[config.mk]
export PLATFORM = sky130hd
export DESIGN_NAME = windowed_moving_average_unit
export DESIGN_NICKNAME = d
export VERILOG_FILES = /design/src/design/wma_pkg.sv /design/src/design/windowed_moving_average_unit.sv /design/src/design/wma_ram.sv /design/src/design/wma_div.sv
export SDC_FILE = /design/constraint.sdc
export NUM_CORES = 1
export LEC_CHECK = 0
export ABC_CLOCK_PERIOD_IN_PS = 5400
export BUFFER_PORTS_ARGS = -buffer_cell sky130_fd_sc_hd__buf_2
export CORE_MARGIN = 5
export CORE_UTILIZATION = 37
export DETAILED_ROUTE_END_ITERATION = 16
export GPL_TIMING_DRIVEN = 0
export PLACE_DENSITY = 0.62
export SLEW_MARGIN = 20
export SYNTH_ARGS = -nofsm -noshare
export SYNTH_HDL_FRONTEND = slang
export SYNTH_SLANG_ARGS = --single-unit
export TNS_END_PERCENT = 10
[constraint.sdc]
create_clock -name clock -period 5.4 [get_ports clock]
set_input_delay 1.08 -clock clock [delete_from_list [all_inputs] [get_ports clock]]
set_output_delay 1.08 -clock clock [all_outputs]
set_load 0.01 [all_outputs]
[src/design/wma_pkg.sv]
// shared constants and types of the windowed moving average unit
package wma_pkg;

   localparam int DATA_W         = 32;
   localparam int FILLED_W       = 5;
   localparam int DEFAULT_WINDOW = 16;

   typedef struct packed {
      logic busy;
      logic done;
   } div_status_type;

endpackage

[src/design/windowed_moving_average_unit.sv]
// top level of the windowed moving average unit
//
//  channel   direction  handshake           payload
//  req_      in         req_valid/req_stall  req_sample
//  rsp_      out        rsp_valid/rsp_stall  rsp_mean, rsp_latest, rsp_filled
//
// one item at a time; the serial divider yields one quotient bit per cycle
// the ring read is registered; sum update and ring write follow in UPDATE
// reset clears fill count, write slot, running sum and all handshake state;
// the ring itself needs no clearing, entries are only used once written
// a stalled result sits in the output register; the next request is taken
// meanwhile and its result waits in the divider until the register frees
module windowed_moving_average_unit #(
   parameter int WINDOW = wma_pkg::DEFAULT_WINDOW
) (
   input  logic                          clock,
   input  logic                          reset,
   input  logic                          req_valid,
   output logic                          req_stall,
   input  logic [wma_pkg::DATA_W-1:0]    req_sample,
   output logic                          rsp_valid,
   input  logic                          rsp_stall,
   output logic [wma_pkg::DATA_W-1:0]    rsp_mean,
   output logic [wma_pkg::DATA_W-1:0]    rsp_latest,
   output logic [wma_pkg::FILLED_W-1:0]  rsp_filled
);
   import wma_pkg::*;

   localparam int SLOT_W = (WINDOW > 1) ? $clog2(WINDOW) : 1;
   localparam int FILL_W = $clog2(WINDOW + 1);
   localparam int SUM_W  = DATA_W + $clog2(WINDOW);

   typedef enum logic [1:0] {
      IDLE,
      UPDATE,
      DIVIDE
   } state_type;

   state_type              state_ff, state_in;
   logic [SLOT_W-1:0]      slot_ff, slot_in;
   logic [FILL_W-1:0]      fill_ff, fill_in;
   logic [SUM_W-1:0]       sum_ff, sum_in;
   logic [DATA_W-1:0]      sample_ff, sample_in;
   logic                   rsp_valid_ff, rsp_valid_in;
   logic [DATA_W-1:0]      rsp_mean_ff, rsp_mean_in;
   logic [DATA_W-1:0]      rsp_latest_ff, rsp_latest_in;
   logic [FILLED_W-1:0]    rsp_filled_ff, rsp_filled_in;

   logic                   req_take;
   logic                   out_free;
   logic                   window_full;
   logic                   ring_wr;
   logic [DATA_W-1:0]      oldest;
   logic                   div_start;
   logic [SUM_W-1:0]       quotient;
   div_status_type         div_status;

   assign req_take    = req_valid && (state_ff == IDLE);
   assign out_free    = !rsp_valid_ff || !rsp_stall;
   assign window_full = fill_ff == FILL_W'(WINDOW);
   assign ring_wr     = state_ff == UPDATE;
   assign div_start   = state_ff == UPDATE;

   // ring of samples, read at the write slot so the oldest entry is at hand
   wma_ram #(
      .WIDTH (DATA_W),
      .DEPTH (WINDOW)
   ) u_ring (
      .clock   (clock),
      .wr_en   (ring_wr),
      .wr_addr (slot_ff),
      .wr_data (sample_ff),
      .rd_en   (req_take),
      .rd_addr (slot_ff),
      .rd_data (oldest)
   );

   // mean = running sum / fill count
   wma_div #(
      .DIVIDEND_W (SUM_W),
      .DIVISOR_W  (FILL_W)
   ) u_div (
      .clock    (clock),
      .reset    (reset),
      .start    (div_start),
      .dividend (sum_in),
      .divisor  (fill_in),
      .quotient (quotient),
      .status   (div_status)
   );

   always_comb begin
      state_in      = state_ff;
      slot_in       = slot_ff;
      fill_in       = fill_ff;
      sum_in        = sum_ff;
      sample_in     = sample_ff;
      rsp_valid_in  = rsp_valid_ff;
      rsp_mean_in   = rsp_mean_ff;
      rsp_latest_in = rsp_latest_ff;
      rsp_filled_in = rsp_filled_ff;

      // the consumer takes the waiting result
      if (rsp_valid_ff && !rsp_stall) begin
         rsp_valid_in = 1'b0;
      end

      unique case (state_ff)
         IDLE: begin
            if (req_valid) begin
               sample_in = req_sample;
               state_in  = UPDATE;
            end
         end
         UPDATE: begin
            // full window: oldest sample leaves the sum, else the window grows
            if (window_full) begin
               sum_in = sum_ff - SUM_W'(oldest) + SUM_W'(sample_ff);
            end else begin
               sum_in  = sum_ff + SUM_W'(sample_ff);
               fill_in = fill_ff + FILL_W'(1);
            end
            slot_in  = (slot_ff == SLOT_W'(WINDOW - 1)) ? '0 : slot_ff + SLOT_W'(1);
            state_in = DIVIDE;
         end
         DIVIDE: begin
            if (div_status.done && out_free) begin
               rsp_valid_in  = 1'b1;
               rsp_mean_in   = quotient[DATA_W-1:0];
               rsp_latest_in = sample_ff;
               rsp_filled_in = FILLED_W'(fill_ff);
               state_in      = IDLE;
            end
         end
         default: begin
            state_in = IDLE;
         end
      endcase
   end

   always_ff @(posedge clock) begin
      if (reset) begin
         state_ff     <= IDLE;
         slot_ff      <= '0;
         fill_ff      <= '0;
         sum_ff       <= '0;
         rsp_valid_ff <= 1'b0;
      end else begin
         state_ff     <= state_in;
         slot_ff      <= slot_in;
         fill_ff      <= fill_in;
         sum_ff       <= sum_in;
         rsp_valid_ff <= rsp_valid_in;
      end
      sample_ff     <= sample_in;
      rsp_mean_ff   <= rsp_mean_in;
      rsp_latest_ff <= rsp_latest_in;
      rsp_filled_ff <= rsp_filled_in;
   end

   assign req_stall  = state_ff != IDLE;
   assign rsp_valid  = rsp_valid_ff;
   assign rsp_mean   = rsp_mean_ff;
   assign rsp_latest = rsp_latest_ff;
   assign rsp_filled = rsp_filled_ff;

   // fill count never passes the window size
   a_fill_bound: assert property (@(posedge clock) disable iff (reset)
      fill_ff <= FILL_W'(WINDOW))
      else $error("fill count beyond window");

   // divider is quiet whenever a new request may be taken
   a_div_idle: assert property (@(posedge clock) disable iff (reset)
      state_ff == IDLE |-> !div_status.busy)
      else $error("divider busy while idle");

   // a fresh result only comes out of the divide state with a finished quotient
   a_rsp_source: assert property (@(posedge clock) disable iff (reset)
      $rose(rsp_valid_ff) |-> $past(state_ff == DIVIDE && div_status.done))
      else $error("result loaded without finished divide");

   // a result always reports at least one stored sample
   a_rsp_filled: assert property (@(posedge clock) disable iff (reset)
      rsp_valid_ff |-> (fill_ff != '0))
      else $error("result with empty window");

endmodule

[src/design/wma_ram.sv]
// generic single-port-write, single-port-read ram with registered read data
module wma_ram #(
   parameter int WIDTH = 32,
   parameter int DEPTH = 16,
   localparam int ADDR_W = (DEPTH > 1) ? $clog2(DEPTH) : 1
) (
   input  logic              clock,
   input  logic              wr_en,
   input  logic [ADDR_W-1:0] wr_addr,
   input  logic [WIDTH-1:0]  wr_data,
   input  logic              rd_en,
   input  logic [ADDR_W-1:0] rd_addr,
   output logic [WIDTH-1:0]  rd_data
);

   logic [WIDTH-1:0] mem_ff [DEPTH];
   logic [WIDTH-1:0] rd_data_ff;

   always_ff @(posedge clock) begin
      if (wr_en) begin
         mem_ff[wr_addr] <= wr_data;
      end
      if (rd_en) begin
         rd_data_ff <= mem_ff[rd_addr];
      end
   end

   assign rd_data = rd_data_ff;

endmodule

[src/design/wma_div.sv]
// restoring serial divider, one quotient bit per cycle
module wma_div #(
   parameter int DIVIDEND_W = 36,
   parameter int DIVISOR_W  = 5
) (
   input  logic                  clock,
   input  logic                  reset,
   input  logic                  start,
   input  logic [DIVIDEND_W-1:0] dividend,
   input  logic [DIVISOR_W-1:0]  divisor,
   output logic [DIVIDEND_W-1:0] quotient,
   output wma_pkg::div_status_type status
);
   import wma_pkg::*;

   localparam int CNT_W = $clog2(DIVIDEND_W + 1);

   logic [DIVIDEND_W-1:0] quo_ff, quo_in;
   logic [DIVISOR_W-1:0]  rem_ff, rem_in;
   logic [DIVISOR_W-1:0]  dsr_ff, dsr_in;
   logic [CNT_W-1:0]      cnt_ff, cnt_in;
   logic                  busy_ff, busy_in;
   logic                  done_ff, done_in;
   logic [DIVISOR_W:0]    trial;
   logic                  fits;

   // partial remainder with the next dividend bit shifted in
   assign trial = {rem_ff, quo_ff[DIVIDEND_W-1]};
   assign fits  = trial >= {1'b0, dsr_ff};

   always_comb begin
      quo_in  = quo_ff;
      rem_in  = rem_ff;
      dsr_in  = dsr_ff;
      cnt_in  = cnt_ff;
      busy_in = busy_ff;
      done_in = done_ff;
      if (start) begin
         quo_in  = dividend;
         rem_in  = '0;
         dsr_in  = divisor;
         cnt_in  = CNT_W'(DIVIDEND_W);
         busy_in = 1'b1;
         done_in = 1'b0;
      end else if (busy_ff) begin
         rem_in = fits ? DIVISOR_W'(trial - {1'b0, dsr_ff}) : DIVISOR_W'(trial);
         quo_in = {quo_ff[DIVIDEND_W-2:0], fits};
         cnt_in = cnt_ff - CNT_W'(1);
         if (cnt_ff == CNT_W'(1)) begin
            busy_in = 1'b0;
            done_in = 1'b1;
         end
      end
   end

   always_ff @(posedge clock) begin
      if (reset) begin
         busy_ff <= 1'b0;
         done_ff <= 1'b0;
         cnt_ff  <= '0;
      end else begin
         busy_ff <= busy_in;
         done_ff <= done_in;
         cnt_ff  <= cnt_in;
      end
      quo_ff <= quo_in;
      rem_ff <= rem_in;
      dsr_ff <= dsr_in;
   end

   assign quotient    = quo_ff;
   assign status.busy = busy_ff;
   assign status.done = done_ff;

endmodule
* Word-level counts from Yosys, hierarchy flattened
Memory sizes are Yosys's and may differ from the RTL's. A register that Yosys moved wholly into a read port is not among the register bits.
Index checks and enable logic that the tools add are counted.
** Operators by class
- Mux-type cells :: 21
- $add $sub $neg :: 7
- Order comparisons :: 1
- Equal/unequal tests :: 7
- Reductions and logical operators :: 14
** Operators with widths (number)
- $mux 36 :: 4
- $add 36x32->36 :: 2
- $sub 36x32->36 :: 1
- $mux 5 :: 3
- $mux 6 :: 2
- $mux 1 :: 8
- $reduce_and 2->1 :: 4
- $eq 6x1->1 const B :: 1
- $ge 6x5->1 :: 1
- $pmux 2 s3 :: 1
- $sub 6x1->6 const B :: 1
- $add 5x1->5 const B :: 1
- $eq 5x5->1 const B :: 1
- $sub 5x5->5 :: 1
- $add 4x1->4 const B :: 1
- $eq 4x4->1 const B :: 1
- $mux 2 :: 2
- $mux 4 :: 1
- $ne 2x2->1 const B :: 2
- $reduce_bool 2->1 :: 2
- $logic_and 1x1->1 :: 3
- $eq 2x1->1 const B :: 1
- $eq 2x2->1 const B :: 1
- $logic_not 1->1 :: 2
- other kinds (3) :: 3
** Word-level totals
- Flip-flop bits (word level) :: 203
- Memories kept :: 1
- RAM bits :: 512
- Bits of input ports :: 36
- Word-level logic and storage cells :: 67
** Memories
- u_ring.mem_ff :: words 16, bits a word 32, rd ports 1, clocked after memory_dff 1, write ports 1, RTL line wma_ram.sv:16 : logic [WIDTH-1:0] mem_ff [DEPTH];

* Longest topological paths before layout
- Word-level depth :: 5
- Depth in mapped cells :: 15

* Hierarchy
A second synthesis with hierarchy kept.
** Unflattened totals
- Cells, all modules :: 2108
- Area, all modules :: 32797.7 um^2
** By module, submodules not included
- wma_ram :: seq. area each 16335.7 um^2, cells each 838, area each 20155.6 um^2, instances 1
- windowed_moving_average_unit :: seq. area each 3993.8 um^2, cells each 1091, area each 10168.5 um^2, instances 1
- wma_div :: seq. area each 1491.4 um^2, cells each 179, area each 2473.6 um^2, instances 1

* Worst setup path after synthesis
Ideal clock, no wire load.
- Path type :: input to register
- Start :: input req_valid
- End :: register sample_ff[0] (enable)
- Path buffers :: 0
- Stages on the path :: 2
- Setup time :: 0.486 ns
- Data arrival time :: 3.790 ns
- Slack :: 1.124 ns
- Path through :: inv_1 -> nor2_1
** On the way
- Longest elaborated chain between the ends :: 1
** RTL lines
- start: declaration :: RTL line windowed_moving_average_unit.sv:18 : input logic req_valid,
- $reduce_and 2->1 (no source line)
- end signal: assignment :: RTL line windowed_moving_average_unit.sv:155 : sample_ff <= sample_in;
- end: declaration :: RTL line windowed_moving_average_unit.sv:43 : logic [DATA_W-1:0] sample_ff, sample_in;
No other way between the ends.
A chain may end at the register's enable or synchronous reset.

* Final worst setup path
- Start :: register sample_ff[1]
- End :: register u_div.quo_ff[35] (netlist: u_div.quotient[35]) (data pin)
** On the way
- Longest elaborated chain between the ends :: 4
- Elaborated cells between the ends (all ways) :: 5
- Those cells by class :: add/sub: 2; mux: 3
** RTL lines
- $add 36x32->36 (on tied branches) :: RTL line windowed_moving_average_unit.sv:120, windowed_moving_average_unit.sv:118
- $mux 36 * :: RTL line windowed_moving_average_unit.sv:117 : if (window_full) begin
- $mux 36 * :: RTL line windowed_moving_average_unit.sv:108 : unique case (state_ff)
- $mux 36 * :: RTL line wma_div.sv:38 : if (start) begin
- net u_div.quo_in[35] :: RTL line wma_div.sv:18 : logic [DIVIDEND_W-1:0] quo_ff, quo_in;
- end signal: assignment :: RTL line wma_div.sv:66 : quo_ff <= quo_in;
- end: declaration :: RTL line wma_div.sv:18
Mark *: on every way through the listed nets, which the timed path passes. The rest lies on a longest branch.

==> key figures <==
Run status
  • Run status: finished clean

Placement
  • # port buffers: 106
  • Worst slack at placement: 0.2646 ns
  • Placed cells: 3,371
  • Hpwl dp: 58,680 µm
  • GPL Wtd Cong: 0.9027

Cells and area
  • Commonest non-fill, non-tap cell in the layout: edfxtp_1
  • Diode count: 0
  • Finished Layout Cells: 3,518
  • Storage cell area: 21,820 µm²
  • Final nets: 2,442
  • Share of layout cells above drive strength 1: 0.2006
  • Commonest non-fill, non-tap cells in the layout: edfxtp_1, mux4_2, inv_1
  • Layout area overhead: 16.71%
  • Area of the multi-input gates: 10,040 µm²
  • # fillers: 7,861

Detailed routing
  • Via count: 18,890
  • Post-route ant nets: 0
  • Vias/cell: 5.368
  • Drt pass-1 iters: 5
  • 1st-iter DRT viols: 1,851
  • DR WL/cell: 23.79 µm
  • Total wire length: 83,690 µm
  • Residual DRC: 0

Setup path
  • Required @ worst endpoint: 5.78 ns
  • CP Capture Type: flop
  • Origin of the critical flop-to-flop path: sample_ff[1]
  • CP Class: reg2reg
  • Crit path launch: sample_ff[1]
  • Worst EP arrival: 5.50 ns
  • Startpoint types: flop
  • Worst-path fanout max: 20

Clock network
  • Resized cells post-CTS: 0
  • H-tree Lvls: 3
  • Skew-Pair Late Insertion Delay: 0.64 ns
  • TritonCTS clock tree: yes
  • CTS Buf Count: 81
  • Clock Sinks: 747
  • Root buf cell: clkbuf_16
  • Hold-fix buffers, CTS: 0
  • Reg clk slew, reported paths: 0.06 ns
  • Longest Clk Path Bufs: 3
  • # Post-CTS Setup Buffers: 0

Timing
  • Layout Skew: 0.02420 ns
  • Final number of max-transition violations: 0
  • Hold_ws: 0.4493 ns
  • Rel. slew slack: 0.3072
  • Worst-Margin Slew: 1.039 ns
  • Worst setup margin: 0.2770 ns
  • Final setup viols: 0
  • Part of the cycle the worst path needs: 0.9487
  • Final Hold Vio Count: 0
  • Unrepaired setup endpoints after global routing: false
  • Setup tns final: 0 ns
  • Minimum clock period: 5.123 ns
  • Fmax: 195.2 MHz

Floorplan
  • Die Wd: 307.4 µm
  • Initial Util: 0.3713
  • Placeable Area: 88,100 µm²
  • Die Area: 94,470 µm²
  • # IOs: 107
  • # rows: 109
  • Die Y: 307.4 µm

Global route
  • Overflow after GRT: 0
  • First-pass GRT wire length: 124,900 µm
  • Met3 GRT Util: 0.02455
  • Met2 Use GR: 0.2859
  • Busiest grt layer: met2
  • Vias in the first global route: 19,370
  • Met1 Track Usage GR: 0.2471
  • Number of antenna violations at the first check in global routing: 1
  • Pin count of the biggest net entering global routing: 38
  • Global Route Usage Sum: 0.1752

Min path
  • Worst hold path type: reg2reg
  • Hold path start: u_div.quotient[29]

Synthesis
  • Syn Area/Cell: 15.87 µm²
  • #FFs+latches synth: 747
  • Syn Nets: 2,215
  • Library cells used by synthesis: 63
  • Yosys warning total: 0
  • Fraction of registers with async set/reset: 0
  • Synthesized instance count: 2,062
  • Sequential area share after synthesis: 0.6670
  • Mapped cell area: 32,720 µm²
  • Most used DFF post-synth: edfxtp_1
  • Post-synth EDFFs: 686

Run
  • Maxcap violations: 0

Power and ir drop
  • Final Power: 14,330 µW
  • P_leak: 0.01316 µW
  • Pwr Density: 375.3 nW/µm²
  • VDD IR max: 0.0002539 V
==> where the power goes <==
part	switching [µW]	internal, µW
sequential	190	6510
combinational	1180	786
clock	2360	3300
==> cell families (layout without fill, tap and decap cells) <==
group,count (synthesis),count (layout),synth area share
AOI/OAI and AO/OA,333,333,0.06578
and+or+nand+nor,369,369,0.05251
muxes,174,174,0.1144
DFF,747,747,0.6670
buffers and inverters,255,546,0.02983
xor gates and xnor gates,67,67,0.01794
adders and majority gates,117,117,0.05255
==> cells in the mapped netlist, types with 34 or more instances <==
| cell | count | area (µm²) |
|---|---|---|
| a21o_1 | 37 | 277.8 |
| a21oi_1 | 102 | 510.5 |
| clkbuf_1 | 70 | 262.8 |
| dfxtp_1 | 61 | 1221 |
| edfxtp_1 | 686 | 20600 |
| fa_1 | 34 | 680.7 |
| ha_1 | 83 | 1039 |
| inv_1 | 160 | 600.6 |
| mux4_2 | 160 | 3603 |
| nand2_1 | 95 | 356.6 |
| nor2_1 | 126 | 473.0 |
| o21ai_0 | 61 | 305.3 |
| xnor2_1 | 37 | 324.1 |
==> worst paths after layout <==
kind	to	slack, ns	cells after the start
setup / recovery	u_div.quotient[35]	0.28	13
hold reg to reg	rsp_mean[29]	0.45	0
setup reg to reg	u_div.quotient[35]	0.28	13
hold / removal	rsp_mean[29]	0.45	0
==> sequential cells by signal, summed over array words and instances (netlist names) <==
| name | cells |
|---|---|
| u_ring.mem_ff | 512 |
| sum_ff | 36 |
| u_div.quotient | 36 |
| rsp_latest | 32 |
| rsp_mean | 32 |
| sample_ff | 32 |
| u_ring.rd_data | 32 |
| u_div.cnt_ff | 6 |
| fill_ff | 5 |
| rsp_filled | 5 |
| u_div.dsr_ff | 5 |
| u_div.rem_ff | 5 |
| slot_ff | 4 |
| state_ff | 2 |
| rsp_valid | 1 |
| u_div.busy_ff | 1 |
| u_div.done_ff | 1 |
==> critical path, stage by stage (launching register included) <==
cell,delay [ns]
edfxtp_1,0.87
inv_1,0.15
fa_1,0.54
inv_1,0.06
ha_1,0.29
a211oi_1,0.07
o21ai_0,0.49
nand3_1,0.23
a2111oi_2,0.78
o21a_1,0.33
nor2_1,0.07
or4_4,0.59
a221oi_2,0.28
o211ai_1,0.13
==> layer usage <==
metal	up-vias	wire (µm)
li1	8390	-
met1	9619	36330
met2	742	39980
met3	135	5288
met4	0	2095
met5	-	0
==> per-stage QoR <==
stage                     utilization  area (µm²)
after floorplan                     -       32720
after global placement         0.3939       34700
after detailed placement       0.4023       35440
after CTS                      0.4333       38180
after global routing           0.4334       38180
final                          0.4334       38180
==> area by class of cell <==
type,count,area share
flip-flops and latches,747,0.5715
multi-input cells,1060,0.2629
clock buffers,91,0.05459
well taps,1165,0.03818
repair buffers,144,0.02995
clock inverters,56,0.01707
inverters,160,0.01579
plain buffers,95,0.009994
(Power assumes the default switching activity.)
